File: config.mk
export PLATFORM = sky130hd
export DESIGN_NAME = chord_keyboard_decoder_core
export DESIGN_NICKNAME = d
export VERILOG_FILES = /design/src/rtl/core/ckd_pkg.sv /design/src/rtl/core/chord_keyboard_decoder_core.sv
export SDC_FILE = /design/constraint.sdc
export NUM_CORES = 1
export LEC_CHECK = 0
export ABC_AREA = 1
export ABC_CLOCK_PERIOD_IN_PS = 9750
export BUFFER_PORTS_ARGS = -buffer_cell sky130_fd_sc_hd__buf_2
export CAP_MARGIN = 10
export CORE_AREA = 2 2 132 134
export DETAILED_ROUTE_END_ITERATION = 12
export DIE_AREA = 0 0 134 136
export PLACE_DENSITY_LB_ADDON = 0.12
export SETUP_SLACK_MARGIN = 0.15
export SYNTH_ARGS = -nofsm -noshare
export SYNTH_HDL_FRONTEND = slang
export SYNTH_SLANG_ARGS = --single-unit
File: constraint.sdc
create_clock -name clk -period 9.75 [get_ports clk]
set_input_delay 0.975 -clock clk [delete_from_list [all_inputs] [get_ports clk]]
set_output_delay 0.975 -clock clk [all_outputs]
set_load 0.005 [all_outputs]
File: src/rtl/core/ckd_pkg.sv
// Types, constants, ROMs and decode functions shared by the chord keyboard decoder.
`default_nettype none

package ckd_pkg;

  localparam logic [1:0] KIND_RELEASE = 2'd0;
  localparam logic [1:0] KIND_PRESS   = 2'd1;

  typedef enum logic [2:0] {
    KEY_NONE,
    KEY_SHIFT,
    KEY_SPACE,
    KEY_LETTER,
    KEY_DIGIT
  } key_class_t;

  typedef struct packed {
    key_class_t cls;
    logic [7:0] finger;
    logic       five;
    logic       six;
  } key_info_t;

  typedef struct packed {
    logic [4:0] thumb;
    logic [7:0] chord;
  } ckd_state_t;

  typedef struct packed {
    logic       valid;
    logic       backspace;
    logic [6:0] code;
  } decode_t;

  localparam logic [4:0] FLAG_SHIFT   = 5'h01;
  localparam logic [4:0] FLAG_SPACE   = 5'h02;
  localparam logic [4:0] FLAG_FIVE    = 5'h04;
  localparam logic [4:0] FLAG_SIX     = 5'h08;
  localparam logic [4:0] FLAG_NUMERIC = 5'h10;

  localparam logic [4:0] THUMB_LOWER     = 5'h00;
  localparam logic [4:0] THUMB_UPPER     = FLAG_SHIFT;
  localparam logic [4:0] THUMB_ENTER     = FLAG_SHIFT | FLAG_SPACE;
  localparam logic [4:0] THUMB_NUMERAL   = FLAG_NUMERIC;
  localparam logic [4:0] THUMB_SYMBOL    = FLAG_NUMERIC | FLAG_SHIFT;
  localparam logic [4:0] THUMB_FIVE      = FLAG_NUMERIC | FLAG_FIVE;
  localparam logic [4:0] THUMB_FIVE_SH   = FLAG_NUMERIC | FLAG_FIVE | FLAG_SHIFT;
  localparam logic [4:0] THUMB_SIX       = FLAG_NUMERIC | FLAG_SIX;
  localparam logic [4:0] THUMB_SIX_SH    = FLAG_NUMERIC | FLAG_SIX | FLAG_SHIFT;
  localparam logic [4:0] THUMB_FIVE_SIX  = FLAG_NUMERIC | FLAG_FIVE | FLAG_SIX;

  localparam logic [7:0] CHORD_BACKSPACE = 8'h11;

  localparam logic [6:0] CHAR_BACKSPACE = 7'h08;
  localparam logic [6:0] CHAR_NEWLINE   = 7'h0A;
  localparam logic [6:0] CHAR_SPACE     = 7'h20;
  localparam logic [6:0] CHAR_PERCENT   = 7'h25;
  localparam logic [6:0] CHAR_FIVE      = 7'h35;
  localparam logic [6:0] CHAR_SIX       = 7'h36;
  localparam logic [6:0] CHAR_CARET     = 7'h5E;

  localparam logic [7:0] DIGIT_FINGER [0:9] = '{
    8'h01, 8'h80, 8'h40, 8'h20, 8'h10, 8'h00, 8'h00, 8'h08, 8'h04, 8'h02
  };

  // Row h of each layer starts at TRI_BASE[h] and holds the columns l = 0..h.
  localparam logic [5:0] TRI_BASE [0:7] = '{
    6'd0, 6'd1, 6'd3, 6'd6, 6'd10, 6'd15, 6'd21, 6'd28
  };

  localparam logic [6:0] LAYER_ROM [0:3][0:35] = '{
    '{7'h70, 7'h3B, 7'h6F, 7'h6B, 7'h6C, 7'h69, 7'h6D, 7'h75, 7'h68, 7'h6E,
      7'h08, 7'h67, 7'h76, 7'h62, 7'h74, 7'h27, 7'h2D, 7'h2C, 7'h79, 7'h72,
      7'h65, 7'h29, 7'h2E, 7'h7A, 7'h6A, 7'h63, 7'h64, 7'h73, 7'h3F, 7'h28,
      7'h21, 7'h71, 7'h66, 7'h78, 7'h77, 7'h61},
    '{7'h50, 7'h3A, 7'h4F, 7'h4B, 7'h4C, 7'h49, 7'h4D, 7'h55, 7'h48, 7'h4E,
      7'h7F, 7'h47, 7'h56, 7'h42, 7'h54, 7'h22, 7'h5F, 7'h3C, 7'h59, 7'h52,
      7'h45, 7'h1B, 7'h3E, 7'h5A, 7'h4A, 7'h43, 7'h44, 7'h53, 7'h2F, 7'h1E,
      7'h1E, 7'h51, 7'h46, 7'h58, 7'h57, 7'h41},
    '{7'h30, 7'h3B, 7'h39, 7'h5C, 7'h3D, 7'h38, 7'h5D, 7'h0E, 7'h04, 7'h37,
      7'h08, 7'h13, 7'h12, 7'h11, 7'h34, 7'h27, 7'h2D, 7'h2C, 7'h02, 7'h01,
      7'h33, 7'h29, 7'h2E, 7'h3D, 7'h03, 7'h0E, 7'h2D, 7'h32, 7'h3F, 7'h28,
      7'h21, 7'h00, 7'h5B, 7'h60, 7'h0F, 7'h31},
    '{7'h29, 7'h3A, 7'h28, 7'h7C, 7'h2B, 7'h2A, 7'h7D, 7'h0E, 7'h04, 7'h26,
      7'h08, 7'h13, 7'h12, 7'h11, 7'h24, 7'h22, 7'h5F, 7'h3C, 7'h02, 7'h01,
      7'h23, 7'h1B, 7'h3E, 7'h2B, 7'h03, 7'h0E, 7'h5F, 7'h40, 7'h2F, 7'h1E,
      7'h1E, 7'h00, 7'h7B, 7'h7E, 7'h0F, 7'h21}
  };

  function automatic key_info_t classify_key(input logic [7:0] sc);
    key_info_t  k;
    logic [3:0] dval;
    k.cls    = KEY_NONE;
    k.finger = 8'h00;
    k.five   = 1'b0;
    k.six    = 1'b0;
    dval     = 4'd0;
    if (sc == 8'd42 || (sc >= 8'd44 && sc <= 8'd47) || sc == 8'd54) begin
      k.cls = KEY_SHIFT;
    end else if ((sc >= 8'd49 && sc <= 8'd52) || sc == 8'd57) begin
      k.cls = KEY_SPACE;
    end else if (sc >= 8'd2 && sc <= 8'd11) begin
      k.cls = KEY_DIGIT;
      dval  = (sc == 8'd11) ? 4'd0 : 4'(sc - 8'd1);
    end else if (sc >= 8'd200 && sc <= 8'd209) begin
      k.cls = KEY_DIGIT;
      dval  = 4'(sc - 8'd200);
    end else if (sc >= 8'd16 && sc <= 8'd19) begin
      k.cls    = KEY_LETTER;
      k.finger = 8'h80 >> (sc - 8'd16);
    end else if (sc >= 8'd30 && sc <= 8'd33) begin
      k.cls    = KEY_LETTER;
      k.finger = 8'h80 >> (sc - 8'd30);
    end else if (sc >= 8'd22 && sc <= 8'd25) begin
      k.cls    = KEY_LETTER;
      k.finger = 8'h08 >> (sc - 8'd22);
    end else if (sc >= 8'd36 && sc <= 8'd39) begin
      k.cls    = KEY_LETTER;
      k.finger = 8'h08 >> (sc - 8'd36);
    end
    if (k.cls == KEY_DIGIT) begin
      k.five   = (dval == 4'd5);
      k.six    = (dval == 4'd6);
      k.finger = DIGIT_FINGER[dval];
    end
    return k;
  endfunction

  // Only chords of one or two fingers have an entry in the layer ROMs.
  function automatic logic [6:0] rom_lookup(input logic [1:0] layer, input logic [7:0] chord);
    logic [2:0] hi;
    logic [2:0] lo;
    logic       seen;
    logic [7:0] pair;
    logic [5:0] idx;
    hi   = 3'd0;
    lo   = 3'd0;
    seen = 1'b0;
    for (int i = 0; i < 8; i++) begin
      if (chord[i]) begin
        if (!seen) begin
          lo   = 3'(i);
          seen = 1'b1;
        end
        hi = 3'(i);
      end
    end
    pair = (8'h01 << hi) | (8'h01 << lo);
    idx  = TRI_BASE[hi] + 6'(lo);
    if (chord == 8'h00 || chord != pair) begin
      return 7'h00;
    end
    return LAYER_ROM[layer][idx];
  endfunction

  function automatic decode_t decode_state(input ckd_state_t s);
    decode_t d;
    d.valid     = 1'b0;
    d.backspace = 1'b0;
    d.code      = 7'h00;
    if (s.thumb == THUMB_ENTER && s.chord == 8'h00) begin
      d.code = CHAR_NEWLINE;
    end else if (s.thumb == FLAG_SPACE && s.chord == 8'h00) begin
      d.code = CHAR_SPACE;
    end else if (s.chord == CHORD_BACKSPACE) begin
      d.backspace = 1'b1;
    end else begin
      unique case (s.thumb)
        THUMB_LOWER:    d.code = rom_lookup(2'd0, s.chord);
        THUMB_UPPER:    d.code = rom_lookup(2'd1, s.chord);
        THUMB_NUMERAL:  d.code = rom_lookup(2'd2, s.chord);
        THUMB_SYMBOL:   d.code = rom_lookup(2'd3, s.chord);
        THUMB_FIVE:     d.code = CHAR_FIVE;
        THUMB_FIVE_SH:  d.code = CHAR_PERCENT;
        THUMB_SIX:      d.code = CHAR_SIX;
        THUMB_SIX_SH:   d.code = CHAR_CARET;
        THUMB_FIVE_SIX: d.code = CHAR_NEWLINE;
        default:        d.code = 7'h00;
      endcase
    end
    d.valid = d.backspace || (d.code != 7'h00);
    return d;
  endfunction

endpackage

`default_nettype wire

File: src/rtl/core/chord_keyboard_decoder_core.sv
// Chord keyboard decoder: key events in, ASCII characters out.
//
// The input channel carries one key event per transfer: the scancode in
// in_tdata and the event kind (release, press, autorepeat) in in_tuser.
// The result channel carries one ASCII character per transfer in out_tdata,
// with out_tlast marking the final character caused by an event.
// A press updates the held chord and thumb flags; a release of any key other
// than shift decodes the held chord into zero, one or three characters and
// clears the held state. Autorepeat events change nothing.
// The held state sits in a one-entry synchronous memory whose registered
// read port is loaded with the written value, so an event may follow in the
// very next cycle. A character appears on the output in the cycle after its
// event is accepted, and one event is accepted per cycle while the output
// register is free or is handing over its final character.
// The backspace chord gives three characters and holds off the input while
// its leading characters are transferred; a stalled receiver holds off the
// input the same way.
// Reset clears the output register and marks the held state as empty; no
// sweep of the memory is needed.
`default_nettype none

module chord_keyboard_decoder_core
  import ckd_pkg::*;
(
  input  wire logic       clk,
  input  wire logic       rst_n,
  input  wire logic       in_tvalid,
  output logic            in_tready,
  input  wire logic [7:0] in_tdata,   // [7:0] scan_code
  input  wire logic [1:0] in_tuser,   // [1:0] event_kind
  output logic            out_tvalid,
  input  wire logic       out_tready,
  output logic [7:0]      out_tdata,  // [6:0] char_code, [7] zero
  output logic            out_tlast
);

  typedef enum logic [1:0] {
    BS_NONE,
    BS_SPACE,
    BS_TAIL
  } bs_step_t;

  ckd_state_t state_mem [0:0];
  ckd_state_t state_rd_r;
  logic       state_vld_r;
  ckd_state_t cur_state;
  ckd_state_t state_nxt;

  key_info_t  key;
  decode_t    dec;
  decode_t    emit;
  logic       in_fire;
  logic       out_free;

  logic       out_valid_r;
  logic [6:0] out_code_r;
  logic       out_last_r;
  bs_step_t   bs_r;

  assign out_free  = !out_valid_r || (out_tready && out_last_r);
  assign in_tready = out_free;
  assign in_fire   = in_tvalid && in_tready;

  assign cur_state = state_vld_r ? state_rd_r : '0;
  assign key       = classify_key(in_tdata);
  assign dec       = decode_state(cur_state);

  always_comb begin
    state_nxt = cur_state;
    emit      = '0;
    case (in_tuser)
      KIND_PRESS: begin
        unique case (key.cls)
          KEY_SHIFT: state_nxt.thumb = cur_state.thumb ^ FLAG_SHIFT;
          KEY_SPACE: state_nxt.thumb = cur_state.thumb | FLAG_SPACE;
          KEY_LETTER: begin
            state_nxt.thumb = cur_state.thumb & ~FLAG_NUMERIC;
            state_nxt.chord = cur_state.chord | key.finger;
          end
          KEY_DIGIT: begin
            state_nxt.thumb = cur_state.thumb | FLAG_NUMERIC
                              | (key.five ? FLAG_FIVE : 5'h00)
                              | (key.six ? FLAG_SIX : 5'h00);
            state_nxt.chord = cur_state.chord | key.finger;
          end
          default: ;
        endcase
      end
      KIND_RELEASE: begin
        if (key.cls != KEY_SHIFT) begin
          emit      = dec;
          state_nxt = '0;
        end
      end
      default: ;
    endcase
  end

  always_ff @(posedge clk) begin
    if (in_fire) begin
      state_mem[0] <= state_nxt;
      state_rd_r   <= state_nxt;
    end else begin
      state_rd_r   <= state_mem[0];
    end
  end

  always_ff @(posedge clk) begin
    if (!rst_n) begin
      state_vld_r <= 1'b0;
    end else if (in_fire) begin
      state_vld_r <= 1'b1;
    end
  end

  always_ff @(posedge clk) begin
    if (!rst_n) begin
      out_valid_r <= 1'b0;
      out_code_r  <= 7'h00;
      out_last_r  <= 1'b0;
      bs_r        <= BS_NONE;
    end else if (in_fire && emit.valid) begin
      out_valid_r <= 1'b1;
      if (emit.backspace) begin
        out_code_r <= CHAR_BACKSPACE;
        out_last_r <= 1'b0;
        bs_r       <= BS_SPACE;
      end else begin
        out_code_r <= emit.code;
        out_last_r <= 1'b1;
        bs_r       <= BS_NONE;
      end
    end else if (out_valid_r && out_tready) begin
      unique case (bs_r)
        BS_SPACE: begin
          out_code_r <= CHAR_SPACE;
          bs_r       <= BS_TAIL;
        end
        BS_TAIL: begin
          out_code_r <= CHAR_BACKSPACE;
          out_last_r <= 1'b1;
          bs_r       <= BS_NONE;
        end
        default: out_valid_r <= 1'b0;
      endcase
    end
  end

  assign out_tvalid = out_valid_r;
  assign out_tdata  = {1'b0, out_code_r};
  assign out_tlast  = out_last_r;

endmodule

`default_nettype wire

==> metrics <==
status finished clean; all-layer global routing usage ~18%; antenna viol nets, final 0; RSZ-0062 raised after global routing false; WHS 0.470 ns; post-CTS resize count 0; I/O pin cnt 25; synthesized net count between 900 and 1000; row count 48; Post-synth top cells 297 x nand2_1, 120 x inv_1, 105 x nand3_1; critical-path maximum fanout 30; core area 16900 um^2; Vias/cell 5.06; Synth area leader nand2_1; Max Freq 167 MHz; clock sinks 25; Worst VDD drop approximately 0.000093 V; antenna cells 0; LEAKAGE 2.75 nW; Post-synth top flop edfxtp_1; P&R area growth vs syn 6.36%; Yosys reg bits 25; slowest stage delay, CP approximately 0.70 ns; Critical Path End Type flop; clock root buffer clkbuf_16; met1 usage between 20% and 30%; routed wire length per instance 15.1 um; P per Cell Area 186 nW/um^2; die height ~140 um; antenna violations before repair 0; Arr. time, crit path slightly above 6 ns; Relative slew margins 32.5%; Die W roughly 130 um; top cells by area, synth nand2_1 23%, nand3_1 11%, inv_1 9.1%, ha_1 8.6%, edfxtp_1 7.9%; worst-case clock buffer depth 2; DRC viols 0; final setup fails 0; H-Tree Depth 1; Final TNS setup 0 ns; register area 631 um^2; slowest CP cell dfxtp_1; CP dominant cell by count nand2_1; First-pass DRT Iterations 5; sequential fraction of the synthesis area 12.8%; GRT busiest layer met2; wirelength, routed between 15000 and 20000 um; filler instances between 1500 and 2000; Gate Count Post-Synth slightly below 900; postcts setup bufs 0; vias around 5600; ratio of cells with drive above 1 in the final layout 7.32%; Reg clk slew, reported paths roughly 0.070 ns; hold_buf cts 0; Tcrit/Tclk final 61.4%; Max Slew Vio Count 0; met3 usage 1.12%; Post-synth EDFFs 13; Max Cap Viol 0; area of the multi-input gates roughly 3700 um^2; hold crit path type reg2reg; initial DRC count 402; DP Wirelength roughly 13000 um; gpl congestion about 0.92; fin crit period about 6 ns; vias in the first global route roughly 5300; Post-synth ARST share 0%; Congestion Overflow GR 0; post-synth design cell area about 5000 um^2; TritonCTS buffer count 3; die area around 18000 um^2; Yosys top cell area share a little under a quarter; Crit path required time slightly below 10 ns; CTS tree done; Yosys warning count 0; Final Skew ~0.0031 ns; nets@finish 938; Worst-Skew Late Latency between 0.2 and 0.3 ns; critical path type reg2reg; final hold viol count 0; count leader, synth nand2_1; Slew @ Worst Pin 1.01 ns; CP startpoint kind flop; first-pass GRT wire length approximately 27000 um; M2 GR Usage a little under a third; Cell variety after synth 54; mean post-synth cell area roughly 5.6 um^2; IO buf count 23; pin count of the biggest net entering global routing 42; initial core utilization 29.3%
where the power goes:
part | total [W] | internal, W | switching [W]
combinational | 0.000758 | 0.000224 | 0.000535
sequential | 0.000123 | 0.000117 | 0.00000548
clock | 0.0000938 | 0.0000553 | 0.0000384
total | 0.000975 | 0.000396 | 0.000579
registers in the layout, summed over array words and instances, names as in the netlist:
name	cells
out_tlast	1
state_vld_r	1
state_mem	13
out_code_r	7
out_tvalid	1
bs_r	2
routing by layer:
layer / vias up / part of all wire [%] / routed length [um]
li1: 2896 / - / -
met1: 2577 / 49 / 8250
met2: 135 / 46 / 7700
met3: 20 / 3.6 / 610
met4: 0 / 1.3 / 226
met5: - / 0 / 0
per-stage QoR:
step                      instances  instance area (um^2)  total power [W]  setup slack [ns]  util, %
after detailed placement       1109                  5170         0.000866              3.92     30.6
after floorplan                 886                  4940         0.000691              5.29        -
final                          1113                  5250         0.000975              3.76     31.1
after global routing           1113                  5250          0.00107              3.03     31.1
after global placement         1109                  5170         0.000884              3.96     30.6
after CTS                      1113                  5250         0.000964              3.89     31.1
path summary, 6_finish.rpt:
check | startpoint | to | slack, ns | cells after the start
max reg2reg | state_vld_r$_SDFFE_PN0P_ | bs_r[1]$_SDFFE_PN0P_ | 3.76 | 32
min | out_code_r[0]$_SDFFE_PN0P_ | out_code_r[0]$_SDFFE_PN0P_ | 0.47 | 2
min reg2reg | out_code_r[0]$_SDFFE_PN0P_ | out_code_r[0]$_SDFFE_PN0P_ | 0.47 | 2
max | state_vld_r$_SDFFE_PN0P_ | bs_r[1]$_SDFFE_PN0P_ | 3.76 | 32
layout make-up:
cell class              instances  area share, %
multi-input cells             707           69.5
clock inverters                 1         0.0953
repair buffers                 24           2.34
flip-flops and latches         25           12.0
well taps                     225           5.36
clock buffers                   3           1.43
inverters                     128           9.24
critical path, delay by kind of cell (launching register included):
kind / cells / cell delay (ns)
simple gates: 21 / 2.72
buf+inv: 4 / 0.85
fa+ha+maj: 3 / 0.85
compound gates: 4 / 0.79
flops: 1 / 0.70
placed cells by master, fill, tap and decap left out, types with 3 or more instances in the layout:
| cell | instances |
|---|---|
| nand2_2 | 9 |
| o21ai_0 | 45 |
| a31oi_1 | 4 |
| nand3_1 | 105 |
| buf_2 | 23 |
| o211ai_1 | 8 |
| nor3_1 | 15 |
| nand2_4 | 5 |
| edfxtp_1 | 13 |
| nor2_1 | 72 |
| nor4_1 | 3 |
| dfxtp_1 | 12 |
| clkbuf_16 | 3 |
| inv_1 | 120 |
| nand3b_1 | 5 |
| a21oi_1 | 26 |
| nand3_2 | 3 |
| a32oi_1 | 4 |
| o311ai_0 | 4 |
| nor2_4 | 3 |
| xor2_1 | 5 |
| o22ai_1 | 7 |
| nand2_1 | 297 |
| o21ai_1 | 11 |
| o21bai_1 | 3 |
| inv_2 | 4 |
| nand4_1 | 11 |
| ha_1 | 34 |
kinds of logic after synthesis:
family / after synthesis / synth area share (%)
AND/OR/NAND/NOR: 539 / 48.7
buffers and inverters: 154 / 13.3
AO/OA/AOI/OAI: 125 / 15.0
adder cells (fa/ha/maj): 35 / 9.02
flip-flops: 25 / 12.8
XOR/XNOR: 7 / 1.24
other: 1 / 0.0760
(Power assumes the default switching activity.)
